File: src/design/gfp_pkg.sv
`default_nettype none

package gfp_pkg;

  // Frame layout bytes
  localparam logic [7:0] HDR1_BYTE = 8'hAA;
  localparam logic [7:0] HDR2_BYTE = 8'h55;
  localparam logic [7:0] LEN_BYTE  = 8'd8;
  localparam logic [7:0] CMD_BYTE  = 8'h01;
  localparam logic [7:0] FTR1_BYTE = 8'h0D;
  localparam logic [7:0] FTR2_BYTE = 8'h0A;

  // Result event codes
  localparam logic [1:0] EV_OK       = 2'd0;
  localparam logic [1:0] EV_FRAMING  = 2'd1;
  localparam logic [1:0] EV_CHECKSUM = 2'd2;

  localparam int QUEUE_DEPTH_DEF = 4;

  // Position in the frame: the byte expected next
  typedef enum logic [3:0] {
    POS_HUNT,
    POS_HDR2,
    POS_LEN,
    POS_CMD,
    POS_FWD_HI,
    POS_FWD_LO,
    POS_LAT_HI,
    POS_LAT_LO,
    POS_YAW_HI,
    POS_YAW_LO,
    POS_MODE,
    POS_SUM,
    POS_FTR1,
    POS_FTR2
  } pos_t;

  // Work handed from the front to the back
  typedef enum logic [1:0] {
    ACT_OK,
    ACT_FRAMING,
    ACT_CHECKSUM,
    ACT_CLEAR
  } act_kind_t;

  typedef struct packed {
    logic [15:0] forward;
    logic [15:0] lateral;
    logic [15:0] heading;
    logic [7:0]  mode;
  } vals_t;

  typedef struct packed {
    act_kind_t kind;
    vals_t     vals;
  } act_t;

  typedef struct packed {
    logic       cmd;
    logic [7:0] byte_value;
  } req_t;

  typedef struct packed {
    logic [1:0]         event_kind;
    logic signed [15:0] forward_cm;
    logic signed [15:0] lateral_cm;
    logic signed [15:0] heading_centideg;
    logic [7:0]         mode_value;
    logic [31:0]        frames_ok;
    logic [31:0]        errors_seen;
  } res_t;

endpackage

`default_nettype wire

File: src/design/gfp_front.sv
`default_nettype none

module gfp_front (
  input  wire logic          clk,
  input  wire logic          rst,
  input  wire logic          req_valid,
  output logic               req_ready,
  input  wire gfp_pkg::req_t req_data,
  input  wire logic          full,
  output logic               push_valid,
  output gfp_pkg::act_t      push_data
);

  gfp_pkg::pos_t  pos, pos_next;
  gfp_pkg::vals_t hold;
  logic [7:0]     sum_running;
  logic [7:0]     sum_received;
  logic           take;
  logic [7:0]     b;

  assign req_ready = !full;
  assign take      = req_valid && !full;
  assign b         = req_data.byte_value;

  // Next position
  always_comb begin
    pos_next = pos;
    if (take && !req_data.cmd) begin
      case (pos)
        gfp_pkg::POS_HDR2:   pos_next = (b == gfp_pkg::HDR2_BYTE) ? gfp_pkg::POS_LEN
                                                                  : gfp_pkg::POS_HUNT;
        gfp_pkg::POS_LEN:    pos_next = (b == gfp_pkg::LEN_BYTE) ? gfp_pkg::POS_CMD
                                                                 : gfp_pkg::POS_HUNT;
        gfp_pkg::POS_CMD:    pos_next = (b == gfp_pkg::CMD_BYTE) ? gfp_pkg::POS_FWD_HI
                                                                 : gfp_pkg::POS_HUNT;
        gfp_pkg::POS_FWD_HI: pos_next = gfp_pkg::POS_FWD_LO;
        gfp_pkg::POS_FWD_LO: pos_next = gfp_pkg::POS_LAT_HI;
        gfp_pkg::POS_LAT_HI: pos_next = gfp_pkg::POS_LAT_LO;
        gfp_pkg::POS_LAT_LO: pos_next = gfp_pkg::POS_YAW_HI;
        gfp_pkg::POS_YAW_HI: pos_next = gfp_pkg::POS_YAW_LO;
        gfp_pkg::POS_YAW_LO: pos_next = gfp_pkg::POS_MODE;
        gfp_pkg::POS_MODE:   pos_next = gfp_pkg::POS_SUM;
        gfp_pkg::POS_SUM:    pos_next = gfp_pkg::POS_FTR1;
        gfp_pkg::POS_FTR1:   pos_next = (b == gfp_pkg::FTR1_BYTE) ? gfp_pkg::POS_FTR2
                                                                  : gfp_pkg::POS_HUNT;
        gfp_pkg::POS_FTR2:   pos_next = gfp_pkg::POS_HUNT;
        default:             pos_next = (b == gfp_pkg::HDR1_BYTE) ? gfp_pkg::POS_HDR2
                                                                  : gfp_pkg::POS_HUNT;
      endcase
    end
  end

  // Classify the request into work for the back
  always_comb begin
    push_valid     = 1'b0;
    push_data.kind = gfp_pkg::ACT_OK;
    push_data.vals = hold;
    if (take) begin
      if (req_data.cmd) begin
        push_valid     = 1'b1;
        push_data.kind = gfp_pkg::ACT_CLEAR;
      end else begin
        case (pos)
          gfp_pkg::POS_HDR2: begin
            push_valid     = (b != gfp_pkg::HDR2_BYTE);
            push_data.kind = gfp_pkg::ACT_FRAMING;
          end
          gfp_pkg::POS_LEN: begin
            push_valid     = (b != gfp_pkg::LEN_BYTE);
            push_data.kind = gfp_pkg::ACT_FRAMING;
          end
          gfp_pkg::POS_CMD: begin
            push_valid     = (b != gfp_pkg::CMD_BYTE);
            push_data.kind = gfp_pkg::ACT_FRAMING;
          end
          gfp_pkg::POS_FTR1: begin
            push_valid     = (b != gfp_pkg::FTR1_BYTE);
            push_data.kind = gfp_pkg::ACT_FRAMING;
          end
          gfp_pkg::POS_FTR2: begin
            push_valid = 1'b1;
            if (b != gfp_pkg::FTR2_BYTE) begin
              push_data.kind = gfp_pkg::ACT_FRAMING;
            end else if (sum_running != sum_received) begin
              push_data.kind = gfp_pkg::ACT_CHECKSUM;
            end else begin
              push_data.kind = gfp_pkg::ACT_OK;
            end
          end
          default: begin
            push_valid = 1'b0;
          end
        endcase
      end
    end
  end

  always_ff @(posedge clk) begin
    if (rst) begin
      pos <= gfp_pkg::POS_HUNT;
    end else begin
      pos <= pos_next;
    end
  end

  // Assemble value bytes and the running sum
  always_ff @(posedge clk) begin
    if (take && !req_data.cmd) begin
      case (pos)
        gfp_pkg::POS_LEN: sum_running <= b;
        gfp_pkg::POS_CMD: sum_running <= sum_running + b;
        gfp_pkg::POS_FWD_HI: begin
          hold.forward[15:8] <= b;
          sum_running        <= sum_running + b;
        end
        gfp_pkg::POS_FWD_LO: begin
          hold.forward[7:0] <= b;
          sum_running       <= sum_running + b;
        end
        gfp_pkg::POS_LAT_HI: begin
          hold.lateral[15:8] <= b;
          sum_running        <= sum_running + b;
        end
        gfp_pkg::POS_LAT_LO: begin
          hold.lateral[7:0] <= b;
          sum_running       <= sum_running + b;
        end
        gfp_pkg::POS_YAW_HI: begin
          hold.heading[15:8] <= b;
          sum_running        <= sum_running + b;
        end
        gfp_pkg::POS_YAW_LO: begin
          hold.heading[7:0] <= b;
          sum_running       <= sum_running + b;
        end
        gfp_pkg::POS_MODE: hold.mode    <= b;
        gfp_pkg::POS_SUM:  sum_received <= b;
        default: ;
      endcase
    end
  end

endmodule

`default_nettype wire

File: src/design/gfp_queue.sv
`default_nettype none

module gfp_queue #(
  parameter int DEPTH = gfp_pkg::QUEUE_DEPTH_DEF
) (
  input  wire logic          clk,
  input  wire logic          rst,
  input  wire logic          push_valid,
  input  wire gfp_pkg::act_t push_data,
  output logic               full,
  input  wire logic          pop,
  output logic               head_valid,
  output gfp_pkg::act_t      head_data
);

  localparam int PTR_W = (DEPTH > 1) ? $clog2(DEPTH) : 1;
  localparam int CNT_W = $clog2(DEPTH + 1);
  localparam logic [PTR_W-1:0] LAST_PTR = PTR_W'(DEPTH - 1);
  localparam logic [CNT_W-1:0] FULL_CNT = CNT_W'(DEPTH);

  gfp_pkg::act_t    slots [DEPTH];
  logic [PTR_W-1:0] wr_ptr;
  logic [PTR_W-1:0] rd_ptr;
  logic [CNT_W-1:0] count;
  logic             do_push;
  logic             do_pop;

  assign full       = (count == FULL_CNT);
  assign head_valid = (count != '0);
  assign head_data  = slots[rd_ptr];
  assign do_push    = push_valid && !full;
  assign do_pop     = pop && head_valid;

  always_ff @(posedge clk) begin
    if (rst) begin
      wr_ptr <= '0;
      rd_ptr <= '0;
      count  <= '0;
    end else begin
      if (do_push) begin
        wr_ptr <= (wr_ptr == LAST_PTR) ? '0 : wr_ptr + 1'b1;
      end
      if (do_pop) begin
        rd_ptr <= (rd_ptr == LAST_PTR) ? '0 : rd_ptr + 1'b1;
      end
      if (do_push && !do_pop) begin
        count <= count + 1'b1;
      end else if (do_pop && !do_push) begin
        count <= count - 1'b1;
      end
    end
  end

  always_ff @(posedge clk) begin
    if (do_push) begin
      slots[wr_ptr] <= push_data;
    end
  end

endmodule

`default_nettype wire

File: src/design/gfp_back.sv
`default_nettype none

module gfp_back (
  input  wire logic          clk,
  input  wire logic          rst,
  input  wire logic          head_valid,
  input  wire gfp_pkg::act_t head_data,
  output logic               pop,
  output logic               res_valid,
  input  wire logic          res_ready,
  output gfp_pkg::res_t      res_data
);

  logic [31:0]    good_count, good_next;
  logic [31:0]    bad_count, bad_next;
  gfp_pkg::vals_t accepted, accepted_next;
  logic           load;
  logic [1:0]     kind;

  // A clear needs no output slot; results wait for a free one
  assign pop = head_valid &&
               ((head_data.kind == gfp_pkg::ACT_CLEAR) || !res_valid || res_ready);

  always_comb begin
    good_next     = good_count;
    bad_next      = bad_count;
    accepted_next = accepted;
    load          = 1'b0;
    kind          = gfp_pkg::EV_OK;
    if (pop) begin
      case (head_data.kind)
        gfp_pkg::ACT_CLEAR: begin
          good_next = '0;
          bad_next  = '0;
        end
        gfp_pkg::ACT_OK: begin
          good_next     = good_count + 32'd1;
          accepted_next = head_data.vals;
          load          = 1'b1;
          kind          = gfp_pkg::EV_OK;
        end
        gfp_pkg::ACT_FRAMING: begin
          bad_next = bad_count + 32'd1;
          load     = 1'b1;
          kind     = gfp_pkg::EV_FRAMING;
        end
        gfp_pkg::ACT_CHECKSUM: begin
          bad_next = bad_count + 32'd1;
          load     = 1'b1;
          kind     = gfp_pkg::EV_CHECKSUM;
        end
        default: ;
      endcase
    end
  end

  always_ff @(posedge clk) begin
    if (rst) begin
      good_count <= '0;
      bad_count  <= '0;
      accepted   <= '0;
      res_valid  <= 1'b0;
    end else begin
      good_count <= good_next;
      bad_count  <= bad_next;
      accepted   <= accepted_next;
      if (load) begin
        res_valid <= 1'b1;
      end else if (res_ready) begin
        res_valid <= 1'b0;
      end
    end
  end

  always_ff @(posedge clk) begin
    if (load) begin
      res_data.event_kind       <= kind;
      res_data.forward_cm       <= $signed(accepted_next.forward);
      res_data.lateral_cm       <= $signed(accepted_next.lateral);
      res_data.heading_centideg <= $signed(accepted_next.heading);
      res_data.mode_value       <= accepted_next.mode;
      res_data.frames_ok        <= good_next;
      res_data.errors_seen      <= bad_next;
    end
  end

endmodule

`default_nettype wire

File: src/design/goal_frame_parser_core.sv
// Channel   Direction  Handshake               Payload
// request   in         req_valid / req_ready   req_data  (gfp_pkg::req_t)
// result    out        res_valid / res_ready   res_data  (gfp_pkg::res_t)
//
// One request is taken every cycle while the work queue has room.
// The request that causes a result is written first into the work queue, then
// into the output register of the back once that register is free. The back
// sets the sustained rate: one queue entry a cycle while its output is free.
// Reset clears the frame position, the counters and the latched values.
// A stalled result holds the back; the queue of QUEUE_DEPTH entries then
// fills and req_ready drops.
`default_nettype none

module goal_frame_parser_core #(
  parameter int QUEUE_DEPTH = gfp_pkg::QUEUE_DEPTH_DEF
) (
  input  wire logic          clk,
  input  wire logic          rst,
  input  wire logic          req_valid,
  output logic               req_ready,
  input  wire gfp_pkg::req_t req_data,
  output logic               res_valid,
  input  wire logic          res_ready,
  output gfp_pkg::res_t      res_data
);

  logic          push_valid;
  gfp_pkg::act_t push_data;
  logic          full;
  logic          pop;
  logic          head_valid;
  gfp_pkg::act_t head_data;

  // Front: follow the frame position and classify each request
  gfp_front u_front (
    .clk        (clk),
    .rst        (rst),
    .req_valid  (req_valid),
    .req_ready  (req_ready),
    .req_data   (req_data),
    .full       (full),
    .push_valid (push_valid),
    .push_data  (push_data)
  );

  // Queue: decouple classification from counting and result delivery
  gfp_queue #(
    .DEPTH (QUEUE_DEPTH)
  ) u_queue (
    .clk        (clk),
    .rst        (rst),
    .push_valid (push_valid),
    .push_data  (push_data),
    .full       (full),
    .pop        (pop),
    .head_valid (head_valid),
    .head_data  (head_data)
  );

  // Back: advance the counters, latch good frames, hold the result
  gfp_back u_back (
    .clk        (clk),
    .rst        (rst),
    .head_valid (head_valid),
    .head_data  (head_data),
    .pop        (pop),
    .res_valid  (res_valid),
    .res_ready  (res_ready),
    .res_data   (res_data)
  );

endmodule

`default_nettype wire

File: config.mk
export PLATFORM = sky130hd
export DESIGN_NAME = goal_frame_parser_core
export DESIGN_NICKNAME = d
export VERILOG_FILES = /design/src/design/gfp_pkg.sv /design/src/design/gfp_front.sv /design/src/design/gfp_queue.sv /design/src/design/gfp_back.sv /design/src/design/goal_frame_parser_core.sv
export SDC_FILE = /design/constraint.sdc
export NUM_CORES = 1
export LEC_CHECK = 0
export ABC_AREA = 1
export BUFFER_PORTS_ARGS = -buffer_cell sky130_fd_sc_hd__buf_2
export CAP_MARGIN = 20
export CORE_ASPECT_RATIO = 1.75
export CORE_MARGIN = 10
export CORE_UTILIZATION = 65
export CTS_CLUSTER_DIAMETER = 120
export CTS_CLUSTER_SIZE = 24
export DETAILED_ROUTE_END_ITERATION = 12
export PLACE_DENSITY = 0.84
export SYNTH_ARGS = -nofsm -noshare
export SYNTH_HDL_FRONTEND = slang
export SYNTH_SLANG_ARGS = --single-unit
File: constraint.sdc
create_clock -name clk -period 10.5 [get_ports clk]
set_input_delay 1.575 -clock clk [delete_from_list [all_inputs] [get_ports clk]]
set_output_delay 1.575 -clock clk [all_outputs]
set_load 0.02 [all_outputs]
== Word level (Yosys, flattened, before mapping) ==
Memories as Yosys holds them, arrays and structs flattened. A register that Yosys moved wholly into a read port is not among the register bits.
Index checks and enable logic that the tools add are counted.
Storage, ports and cells
  register bits: 326
  RAM bits: 232
  bits of input ports: 13
  logic and storage cells: 131
  memories kept: 1
Operators by class
  add/subtract/negate cells: 7
  eq/ne operators: 30
  mux-type cells: 34
  reduce and logical (&&, ||, !) cells: 32
Memories
  u_queue.slots: words 4, bits a word 58, read ports 1, clocked after memory_dff 1, wr ports 1, line gfp_queue.sv:21  | gfp_pkg::act_t slots [DEPTH];
Operators by type and width (number)
  case mux 32 bit (2 select lines): 2
  2-to-1 mux 56 bit: 2
  adder 32 x 1 -> 32 bit, second input constant: 2
  2-to-1 mux 32 bit: 2
  case mux 4 bit (13 select lines): 1
  == test 4 bit, second input constant: 6
  inequality test 8 x 4 -> 1 bit, second input constant: 3
  2-to-1 mux 2 bit: 10
  AND reduction 2 bit: 9
  == test 4 x 3 -> 1 bit, second input constant: 4
  == test 8 x 4 -> 1 bit, second input constant: 2
  case mux 8 bit (2 select lines): 1
  2-to-1 mux 1 bit: 9
  2-to-1 mux 3 bit: 3
  adder 8 bit: 1
  == test 2 bit, second input constant: 4
  == test 4 x 2 -> 1 bit, second input constant: 2
  == test 8 x 1 -> 1 bit, second input constant: 1
  == test 8 x 7 -> 1 bit, second input constant: 1
  == test 8 bit, second input constant: 1
  inequality test 8 x 1 -> 1 bit, second input constant: 1
  inequality test 8 x 7 -> 1 bit, second input constant: 1
  inequality test 8 bit: 1
  case mux 2 bit (2 select lines): 2
  other kinds (18): 32

== Logic depth before layout (Yosys ltp) ==
Gate-level depths: netlist of the first run.
  depth in word-level cells: 9
  mapped depth: 20
  gate-level depth less buffers: 19

== By module ==
From an unflattened synthesis of the first run, not the netlist that was laid out.
Unflattened totals
  cell total of the unflattened synthesis: 2101
  area, all modules: 22898.2 um2
Modules (own cells, without submodules)
  gfp_back: instances 1, cells each 1190, area each 10437.5 um2
  gfp_queue: instances 1, cells each 631, area each 9168.8 um2
  gfp_front: instances 1, cells each 280, area each 3291.9 um2

== Worst setup path before layout of the first run ==
OpenSTA, ideal clock, no wires.
  path type: input port to flip-flop
  start point: input res_ready
  end point: register, netlist name u_back.res_data[0]
  data arrival time: 4686 ps
  required time: 10025 ps
  slack: 5339 ps
  stages on the path: 8
  buffers on the path: 2
  cells stage by stage: inv_1 nand3_1 nand2_4 inv_2 buf_2 buf_2 nand2_1 inv_1
Between the ends
  word-level cells in the longest chain between the ends: 3
Ends and longest elaborated chain
  start: declaration: line goal_frame_parser_core.sv:23  | input wire logic res_ready,
  logical OR 1 bit: line gfp_back.sv:22  | ((head_data.kind == gfp_pkg::ACT_CLEAR) || !res_valid || res_ready);
  logical AND 1 bit: line gfp_back.sv:21  | assign pop = head_valid &&
  2-to-1 mux 1 bit: line gfp_back.sv:30  | if (pop) begin
  via u_back.load: line gfp_back.sv:17  | logic load;
The timed path passes the listed nets, and every way through them passes these cells.
A chain may end at the register's enable or synchronous reset.

==> results of run 1 <==
## per-layer routing
layer / vias to the layer above / routed length, um
li1: 7486 / -
met1: 7559 / 18600
met2: 518 / 27600
met3: 110 / 2930
met4: 2 / 2050
met5: - / 12
## cells in the final DEF, fill, tap and decap left out, types with 20 or more instances in the layout
cell type,n
a21oi_1,58
and2_1,57
buf_2,136
clkbuf_1,20
clkbuf_16,27
dfxtp_1,133
edfxtp_1,426
inv_1,194
nand2_1,414
nand3_1,65
nand4_1,40
nor2_1,265
nor3_1,32
o21a_1,55
o21ai_0,145
o22ai_1,59
## logic make-up (layout without fill, tap and decap cells)
| kind of cell | Yosys count | in the layout |
|---|---|---|
| buffers and inverters | 291 | 409 |
| muxes | 1 | 1 |
| xor gates and xnor gates | 13 | 13 |
| AOI/OAI and AO/OA | 337 | 337 |
| and+or+nand+nor | 920 | 920 |
| DFF | 560 | 560 |
| adders and majority gates | 21 | 21 |
## cell type report
type	count	area share (%)
inverter	206	3.13
clock inverter	1	0.0655
clock buffer	47	3.02
multi-input combinational	1292	25.7
tap	465	2.34
sequential	560	62.3
timing repair buffer	155	3.44
## registers in the layout (all words and copies together) (netlist names), 3 cells and up, named ones only
| name | cells |
|---|---|
| u_back.accepted | 56 |
| u_queue.count | 3 |
| u_back.bad_count | 32 |
| u_front.push_data | 56 |
| u_front.sum_received | 8 |
| u_queue.slots | 232 |
| u_front.sum_running | 8 |
| u_back.res_data | 122 |
| u_front.pos | 4 |
| u_back.good_count | 32 |
## worst max-delay path by stage
stage,endpoint,slack [ns],cells after the start
global placement,u_back.res_data[24]$_DFFE_PP_,5.36,11
detailed placement,u_back.res_data[24]$_DFFE_PP_,5.26,11
floorplan,u_back.res_data[0]$_DFFE_PP_,5.34,8
finish,u_back.res_data[39]$_DFFE_PP_,5.40,12
CTS,u_back.res_data[22]$_DFFE_PP_,5.30,11
global route,u_back.res_data[39]$_DFFE_PP_,5.07,12
## power by group through the flow
stage          registers [mW]  logic [mW]  clock network (mW)
2_1_floorplan            3.43        1.16                   0
3_3_place_gp             3.08        2.00                   0
3_5_place_dp             3.09        2.08                   0
4_1_cts                  3.05        2.09                1.16
5_1_grt                  3.08        2.30                1.25
6_report                 3.04        2.09                1.14
## through the flow
stage	cells	utilization [%]	area, um2	worst slack [ns]	total power, mW
after floorplan	2143	-	23000	5.34	4.59
after global placement	2675	68.5	24000	5.36	5.09
after detailed placement	2675	68.5	24000	5.26	5.18
after CTS	2723	70.7	24800	5.30	6.30
after global routing	2726	70.8	24800	5.07	6.63
final	2726	70.8	24800	5.40	6.27
==> impl_metrics.env, run 1 <==
export IMPL_crit_path_end_kind="flop"
export IMPL_ys_ff_latch=560
export IMPL_drt_vias_per_instance=5.75
export IMPL_worstHoldStart="u_front.push_data[19]$_DFFE_PP_"
export IMPL_synth_nets=2177
export IMPL_required_ns=10.84
export IMPL_port_buffers=136
export IMPL_met1_usage_pct=25.3
export IMPL_grt_busiest_layer="met2"
export IMPL_yosys_area_share_xor_xnor_pct=0.495
export IMPL_crit_arrival_ns=5.43
export IMPL_rsz0062_at_grt="false"
export IMPL_multi_input_area_um2=6390
export IMPL_core_area_um2=35100
export IMPL_n_fill_cell=2518
export IMPL_hold_end="u_queue.slots[2][19]$_DFFE_PP_"
export IMPL_grt_pass1_vias=15422
export IMPL_crit_path_top_delay_cell="ha_1"
export IMPL_final_hold_violation_count=0
export IMPL_yosysWarnings=0
export IMPL_synth_top_family_by_area="simple AND/OR/NAND/NOR gates"
export IMPL_setup_viol=0
export IMPL_routed_wl_um=51200
export IMPL_die_y_um=269
export IMPL_hold_class="flop to flop"
export IMPL_synth_cells_most_frequent="426 x edfxtp_1, 414 x nand2_1, 269 x nor2_1"
export IMPL_gp_congestion=0.931
export IMPL_synth_ff_type="edfxtp_1"
export IMPL_die_area_um2=43600
export IMPL_synthMuxAreaShare_pct=0.0490
export IMPL_area_growth_pct=8.00
export IMPL_synthSimpleGateAreaFrac_pct=17.4
export IMPL_whs_path_depth=0
export IMPL_ys_async_sr_fraction_pct=0
export IMPL_grt_use_met3_pct=3.18
export IMPL_crit_type="flop to flop"
export IMPL_postSynthCellCount=2143
export IMPL_p_clk_share_pct=18.1
export IMPL_switchingPower_mw=2.28
export IMPL_cts_root_buf="clkbuf_16"
export IMPL_slew_viol_final=0
export IMPL_crit_buf_inv=4
export IMPL_clk_pin_slew_worst_paths_ns=0.10
export IMPL_synthTopCellsByArea="edfxtp_1 56%, dfxtp_1 12%, nand2_1 6.8%, nor2_1 4.4%, inv_1 3.2%"
export IMPL_tns_ns=0
export IMPL_initial_core_util_pct=65.6
export IMPL_drtAntennaViolNets=0
export IMPL_io_pins=137
export IMPL_cts_setup_buffers=0
export IMPL_wl_per_cell_um=18.8
export IMPL_cp_common_cell="nor2_1"
export IMPL_power_density_nw_per_um2=252
export IMPL_vdd_ir_drop_max_v=0.000193
export IMPL_yosysTopAreaCell="edfxtp_1"
export IMPL_finalNetCount=2276
export IMPL_grtUsageMet2_pct=43.2
export IMPL_fmax_ghz=0.196
export IMPL_ys_seq_area_share_pct=67.3
export IMPL_critical_path_top_delay_family="buffers and inverters"
export IMPL_r2r_end="u_back.res_data[39]$_DFFE_PP_"
export IMPL_grt_max_degree=113
export IMPL_r2r_cells=12
export IMPL_post_cts_resized=0
export IMPL_rows=91
export IMPL_synthAdderAreaFrac_pct=1.21
export IMPL_cp_cell_sequence="buf_4, inv_2, a32oi_1, inv_1, ha_1, clkinv_1, nand2_1, nor2_1, nand2_1, nor2_1, o21ai_0, nor2_1"
export IMPL_run_status="finished, final reports clean"
export IMPL_synth_top_area_share_pct=55.6
export IMPL_synth_most_common_cell="edfxtp_1"
export IMPL_drtIter0Drc=1257
export IMPL_antenna_found_initial=1
export IMPL_avgSynthCellArea_um2=10.7
export IMPL_combPwrFrac_pct=33.4
export IMPL_synth_distinct_cells=45
export IMPL_overflow=0
export IMPL_cpPeakStageDelay_ns=0.92
export IMPL_finalClockSkew_ns=0.0250
export IMPL_p_leak_nw=9.32
export IMPL_critPathMaxFanout=60
export IMPL_dr_total_vias=15675
export IMPL_drv_cap=0
export IMPL_worst_slew_pin_slew_ns=1.09
export IMPL_netSwitchingFraction_pct=36.3
export IMPL_cts_made_buffers=27
export IMPL_power_internal_mw=4.00
export IMPL_grt_usage_pct=23.1
export IMPL_startpoint_type="flop"
export IMPL_holdWs_ns=0.499
export IMPL_period_needed_ns=5.10
export IMPL_clock_latency_ns=0.59
export IMPL_htreeDepth=1
export IMPL_post_route_drc_count=0
export IMPL_die_width_um=162
export IMPL_drt_pass1_iter_count=5
export IMPL_finalCritPeriodShare_pct=48.5
export IMPL_regArea_um2=15500
export IMPL_synth_compound_area_share_pct=8.44
export IMPL_clockBufferDepth=3
export IMPL_grt_pass1_wl_um=80300
export IMPL_cts_hold_buf=0
export IMPL_seqPwrFrac_pct=48.5
export IMPL_slew_headroom_pct=27.0
export IMPL_syn_area_um2=23000
export IMPL_n_antenna_cell=0
export IMPL_r2r_slack_ns=5.40
export IMPL_synth_edff_count=426
export IMPL_dp_final_hpwl_um=33700
export IMPL_cts_tree="done"
export IMPL_cts_sinks=560
export IMPL_drive_gt1_share_pct=10.2
No activity file was read; power rests on OpenSTA's default activity.
==> run 2, diff against run 1 <==
- ABC_AREA: 1 -> 0
- CORE_UTILIZATION: 65 -> 54
- PLACE_DENSITY: 0.84 -> 0.75
- clock period: 10.5 -> 4.2 ns (I/O delays scaled with it)
==> impl_metrics.env, run 2 <==
export IMPL_run_status="finished, final reports clean"
export IMPL_post_cts_resized=0
export IMPL_avgSynthCellArea_um2=15.8
export IMPL_drtIter0Drc=810
export IMPL_hold_class="input pin to flop"
export IMPL_seqPwrFrac_pct=51.6
export IMPL_crit_path_top_delay_cell="dfxtp_1"
export IMPL_clk_pin_slew_worst_paths_ns=0.10
export IMPL_cpPeakStageDelay_ns=0.75
export IMPL_dp_final_hpwl_um=28500
export IMPL_cp_common_cell="a21oi_1"
export IMPL_grt_pass1_vias=11792
export IMPL_final_common_cell="edfxtp_1"
export IMPL_layout_common_cells="426 x edfxtp_1, 136 x buf_2, 132 x dfxtp_1"
export IMPL_top_register="u_queue.slots"
export IMPL_htreeDepth=1
export IMPL_grt_max_degree=82
export IMPL_final_core_util_pct=59.9
export IMPL_final_hold_violation_count=0
export IMPL_layout_cells_non_filler=1998
export IMPL_combPwrFrac_pct=28.7
export IMPL_synth_most_common_cell="edfxtp_1"
export IMPL_port_buffers=136
export IMPL_period_needed_ns=3.40
export IMPL_cp_cell_sequence="nand2_1, or2_2, a21oi_1, and2_4, ha_1, inv_1, fa_1, xor2_1, or3_1, a21oi_1"
export IMPL_largest_reg_flops=232
export IMPL_syn_area_um2=21500
export IMPL_cts_sinks=560
export IMPL_crit_buf_inv=1
export IMPL_routed_wl_um=42400
export IMPL_place_area_um2=22800
export IMPL_crit_path_end_kind="flop"
export IMPL_postSynthCellCount=1359
export IMPL_finalCritPeriodShare_pct=80.9
export IMPL_startpoint_type="flop"
export IMPL_finalClockSkew_ns=0.0169
export IMPL_fin_area_um2=23500
export IMPL_die_area_um2=48400
export IMPL_die_width_um=171
export IMPL_drt_pass1_iter_count=5
export IMPL_io_pins=137
export IMPL_clock_latency_ns=0.58
export IMPL_slew_headroom_pct=38.0
export IMPL_critPathMaxFanout=21
export IMPL_synth_top_area_share_pct=59.6
export IMPL_die_y_um=284
export IMPL_synth_ff_type="edfxtp_1"
export IMPL_drt_vias_per_instance=5.78
export IMPL_fmax_ghz=0.294
export IMPL_cts_hold_buf=0
export IMPL_ys_seq_area_share_pct=72.1
export IMPL_cts_tree="done"
export IMPL_dr_total_vias=11546
export IMPL_rsz0062_at_grt="false"
export IMPL_dp_cells=1947
export IMPL_wl_per_cell_um=21.2
export IMPL_cts_root_buf="clkbuf_16"
export IMPL_ys_async_sr_fraction_pct=0
export IMPL_netSwitchingFraction_pct=31.6
export IMPL_vdd_ir_drop_max_v=0.000397
export IMPL_ys_ff_latch=560
export IMPL_p_leak_nw=8.09
export IMPL_synth_distinct_cells=66
export IMPL_tns_ns=0
export IMPL_post_route_drc_count=0
export IMPL_cts_setup_buffers=0
export IMPL_gp_congestion=0.897
export IMPL_critical_path_top_delay_family="simple AND/OR/NAND/NOR gates"
export IMPL_setup_slack_ns=0.803
export IMPL_grt_pass1_wl_um=65900
export IMPL_initial_core_util_pct=54.7
export IMPL_synth_cells_most_frequent="426 x edfxtp_1, 134 x dfxtp_1, 110 x nor2_1"
export IMPL_switchingPower_mw=4.56
export IMPL_drive_gt1_share_pct=22.0
export IMPL_worst_slew_pin_slew_ns=0.929
export IMPL_drv_cap=0
export IMPL_reg_top3="u_queue.slots (232), u_back.res_data (122)"
export IMPL_clockBufferDepth=3
export IMPL_finalNetCount=1521
export IMPL_yosysTopAreaCell="edfxtp_1"
export IMPL_n_antenna_cell=0
export IMPL_power_internal_mw=9.86
export IMPL_r2r_slack_ns=0.80
export IMPL_p_clk_share_pct=19.8
export IMPL_slew_viol_final=0
export IMPL_yosysWarnings=0
export IMPL_synth_edff_count=426
export IMPL_overflow=0
export IMPL_antenna_found_initial=0
export IMPL_synthTopCellsByArea="edfxtp_1 60%, dfxtp_1 12%, mux4_2 6.1%, mux2_2 3.1%, and2_1 1.9%"
export IMPL_area_growth_pct=9.67
export IMPL_required_ns=4.70
export IMPL_setup_viol=0
export IMPL_crit_arrival_ns=3.90
export IMPL_grt_usage_pct=17.2
export IMPL_cts_made_buffers=27
export IMPL_place_ws_ns=0.755
export IMPL_n_fill_cell=2865
export IMPL_synth_nets=1393
export IMPL_core_area_um2=39300
export IMPL_rows=96
export IMPL_drtAntennaViolNets=0
export IMPL_crit_type="flop to flop"
export IMPL_power_density_nw_per_um2=612
-- run 2: logic make-up after synthesis --
logic type | share of synthesized area [%]
AOI/OAI and AO/OA | 3.33
and+or+nand+nor | 10.3
muxes | 9.42
adders and majority gates | 1.29
buffers and inverters | 1.52
xor gates and xnor gates | 2.04
DFF | 72.1
-- run 2: metal layers --
layer	global-route usage, %	wire length (um)	vias to the layer above
li1	-	-	5377
met1	19.1	15800	5777
met2	32.7	23400	330
met3	2.33	2160	62
met4	5.39	1010	0
met5	0	0	-
-- run 2: per-stage QoR --
stage                     hold slack, ns  total power [mW]
after floorplan                    0.454              10.4
after global placement             0.466              11.7
after detailed placement           0.476              11.8
after CTS                          0.423              14.6
after global routing               0.439              15.1
final                              0.450              14.4
-- run 2: worst paths after layout --
check / start / to / cells past startpoint
hold / removal: res_ready / u_back.res_valid$_SDFFE_PP0P_ / 3
setup / recovery: u_front.pos[2]$_SDFFE_PP0P_ / u_queue.count[2]$_SDFFE_PP0P_ / 10
setup reg to reg: u_front.pos[2]$_SDFFE_PP0P_ / u_queue.count[2]$_SDFFE_PP0P_ / 10
hold reg to reg: u_queue.rd_ptr[1]$_SDFFE_PP0P_ / flop / 2
-- run 2: power groups by stage --
stage | logic (mW) | registers [mW] | clock network [mW]
after CTS | 4.25 | 7.45 | 2.94
after floorplan | 2.16 | 8.24 | 0
after global routing | 4.46 | 7.54 | 3.12
after global placement | 4.17 | 7.55 | 0
after detailed placement | 4.24 | 7.57 | 0
final | 4.13 | 7.43 | 2.85
-- run 2: cell type report --
type | count | area [um2] | area share (%)
clock buffers | 48 | 754 | 3.20
clock inverters | 2 | 25.0 | 0.106
inverters | 26 | 97.6 | 0.414
multi-input cells | 718 | 5720 | 24.3
flip-flops and latches | 560 | 15500 | 65.7
well taps | 490 | 613 | 2.60
repair buffers | 154 | 853 | 3.62
-- run 2: worst register-to-register path, stage by stage (launching register included) --
cell and delay, ns:
dfxtp_1 0.75, nand2_1 0.26, or2_2 0.35, a21oi_1 0.44, and2_4 0.28, ha_1 0.19, inv_1 0.06, fa_1 0.37
xor2_1 0.18, or3_1 0.31, a21oi_1 0.14
==> run 3, diff against run 2 <==
- ABC_AREA: 0 -> 1
- CORE_UTILIZATION: 54 -> 55
- PLACE_DENSITY: 0.75 -> 0.76
- clock period: 4.2 -> 2.75 ns (I/O delays scaled with it)
==> impl_metrics.env, run 3 (synthesis gave the netlist of run 1 again) <==
export IMPL_antenna_found_initial=2
export IMPL_drt_vias_per_instance=5.46
export IMPL_place_ws_ns=0.116
export IMPL_r2r_cells=12
export IMPL_n_fill_cell=3274
export IMPL_cts_sinks=560
export IMPL_cts_tree="done"
export IMPL_htreeDepth=1
export IMPL_grt_max_degree=113
export IMPL_initial_core_util_pct=55.4
export IMPL_fmax_ghz=0.402
export IMPL_slew_headroom_pct=43.6
export IMPL_drt_pass1_iter_count=5
export IMPL_drv_cap=0
export IMPL_required_ns=3.11
export IMPL_dr_total_vias=15646
export IMPL_tns_ns=0
export IMPL_regArea_um2=15500
export IMPL_fin_area_um2=25500
export IMPL_setup_slack_ns=0.263
export IMPL_r2r_end="u_back.res_data[38]$_DFFE_PP_"
export IMPL_finalCritPeriodShare_pct=90.5
export IMPL_area_growth_pct=11.0
export IMPL_grt_pass1_vias=15804
export IMPL_post_route_drc_count=0
export IMPL_place_area_um2=24700
export IMPL_port_buffers=136
export IMPL_reg_top3="u_queue.slots (232), u_back.res_data (122)"
export IMPL_critPathMaxFanout=11
export IMPL_grt_pass1_wl_um=84100
export IMPL_wl_per_cell_um=18.7
export IMPL_startpoint_type="flop"
export IMPL_total_power_mw=24.8
export IMPL_top_register="u_queue.slots"
export IMPL_drtAntennaViolNets=0
export IMPL_r2r_slack_ns=0.26
export IMPL_overflow=0
export IMPL_final_hold_violation_count=0
export IMPL_final_common_cell="edfxtp_1"
export IMPL_power_density_nw_per_um2=970
export IMPL_multi_input_area_um2=6420
export IMPL_setup_viol=0
export IMPL_rows=99
export IMPL_vdd_ir_drop_max_v=0.00114
export IMPL_io_pins=137
export IMPL_hold_class="input pin to flop"
export IMPL_p_leak_nw=9.59
export IMPL_clockBufferDepth=3
export IMPL_routed_wl_um=53600
export IMPL_clock_latency_ns=0.60
export IMPL_run_status="finished, final reports clean"
export IMPL_crit_arrival_ns=2.84
export IMPL_worst_slew_pin_slew_ns=0.845
export IMPL_clk_pin_slew_worst_paths_ns=0.10
export IMPL_drive_gt1_share_pct=12.4
export IMPL_die_area_um2=50700
export IMPL_die_y_um=291
export IMPL_final_core_util_pct=61.5
export IMPL_crit_type="flop to flop"
export IMPL_largest_reg_flops=232
export IMPL_core_area_um2=41500
export IMPL_crit_path_end_kind="flop"
export IMPL_drtIter0Drc=991
export IMPL_cts_made_buffers=27
export IMPL_die_width_um=175
export IMPL_rsz0062_at_grt="false"
export IMPL_finalClockSkew_ns=0.0295
export IMPL_slew_viol_final=0
export IMPL_grt_usage_pct=20.6
export IMPL_cts_root_buf="clkbuf_16"
export IMPL_cp_endpoint="u_back.res_data[38]$_DFFE_PP_"
export IMPL_gp_congestion=0.947
export IMPL_finalNetCount=2321
export IMPL_dp_final_hpwl_um=36800
export IMPL_period_needed_ns=2.49
export IMPL_layout_common_cells="426 x edfxtp_1, 410 x nand2_1, 264 x nor2_1"
-- run 3: worst max-delay path, stage by stage, from the launching register on --
cell and delay (ns):
dfxtp_1 0.33, inv_1 0.19, a21oi_2 0.06, a32oi_2 0.23
inv_1 0.11, ha_1 0.35, nor2_1 0.21, buf_12 0.17
nand4_1 0.16, nor2_1 0.21, nand2_1 0.08, nand3_1 0.10
inv_1 0.04
-- run 3: per-layer routing --
metal	global-route usage, %	part of all wire, %	up-vias
met5	0	0	-
met4	7.14	3.1	0
met3	2.76	4.7	82
met2	39.6	55	385
met1	22.4	37	7591
li1	-	-	7588
-- run 3: cell type report --
type / instances / area share (%)
Clock buffer: 47 / 2.94
Inverter: 206 / 3.07
Clock inverter: 2 / 0.0980
Sequential cell: 560 / 60.6
Timing Repair Buffer: 200 / 5.36
Multi-Input combinational cell: 1292 / 25.2
Antenna cell: 1 / 0.00980
Tap cell: 555 / 2.72
-- run 3: how the worst min path moves through the flow --
stage | slack [ns] | cells after the start | end | from
after floorplan | 0.46 | 0 | u_queue.slots[0][0]$_DFFE_PP_ | u_front.push_data[0]$_DFFE_PP_
after global placement | 0.46 | 0 | u_queue.slots[3][24]$_DFFE_PP_ | u_front.push_data[24]$_DFFE_PP_
after detailed placement | 0.48 | 0 | u_queue.slots[0][18]$_DFFE_PP_ | u_front.push_data[18]$_DFFE_PP_
after CTS | 0.09 | 4 | u_back.res_valid$_SDFFE_PP0P_ | res_ready
after global routing | 0.13 | 4 | u_back.res_valid$_SDFFE_PP0P_ | res_ready
final | 0.13 | 4 | u_back.res_valid$_SDFFE_PP0P_ | res_ready
-- run 3: timing repair --
item / in CTS / in global routing
hold buffers: 0 / 0
buffers inserted: 0 / 0
endpoints found under the setup margin: 0 / 5
resized for setup: 0 / 4
-- run 3: report_power, final --
| part | switching, mW | leakage [nW] | internal (mW) | total [mW] |
|---|---|---|---|---|
| Combinational | 5.99 | 4.16 | 2.72 | 8.70 |
| Clock | 2.54 | 0.368 | 1.89 | 4.43 |
| Sequential | 0.475 | 5.07 | 11.1 | 11.6 |
| Total | 9.00 | 9.59 | 15.8 | 24.8 |
-- run 3: stage by stage --
stage	hold WS [ns]	cells
after floorplan	0.459	2143
after global placement	0.463	2811
after detailed placement	0.479	2811
after CTS	0.0920	2860
after global routing	0.126	2863
final	0.126	2863
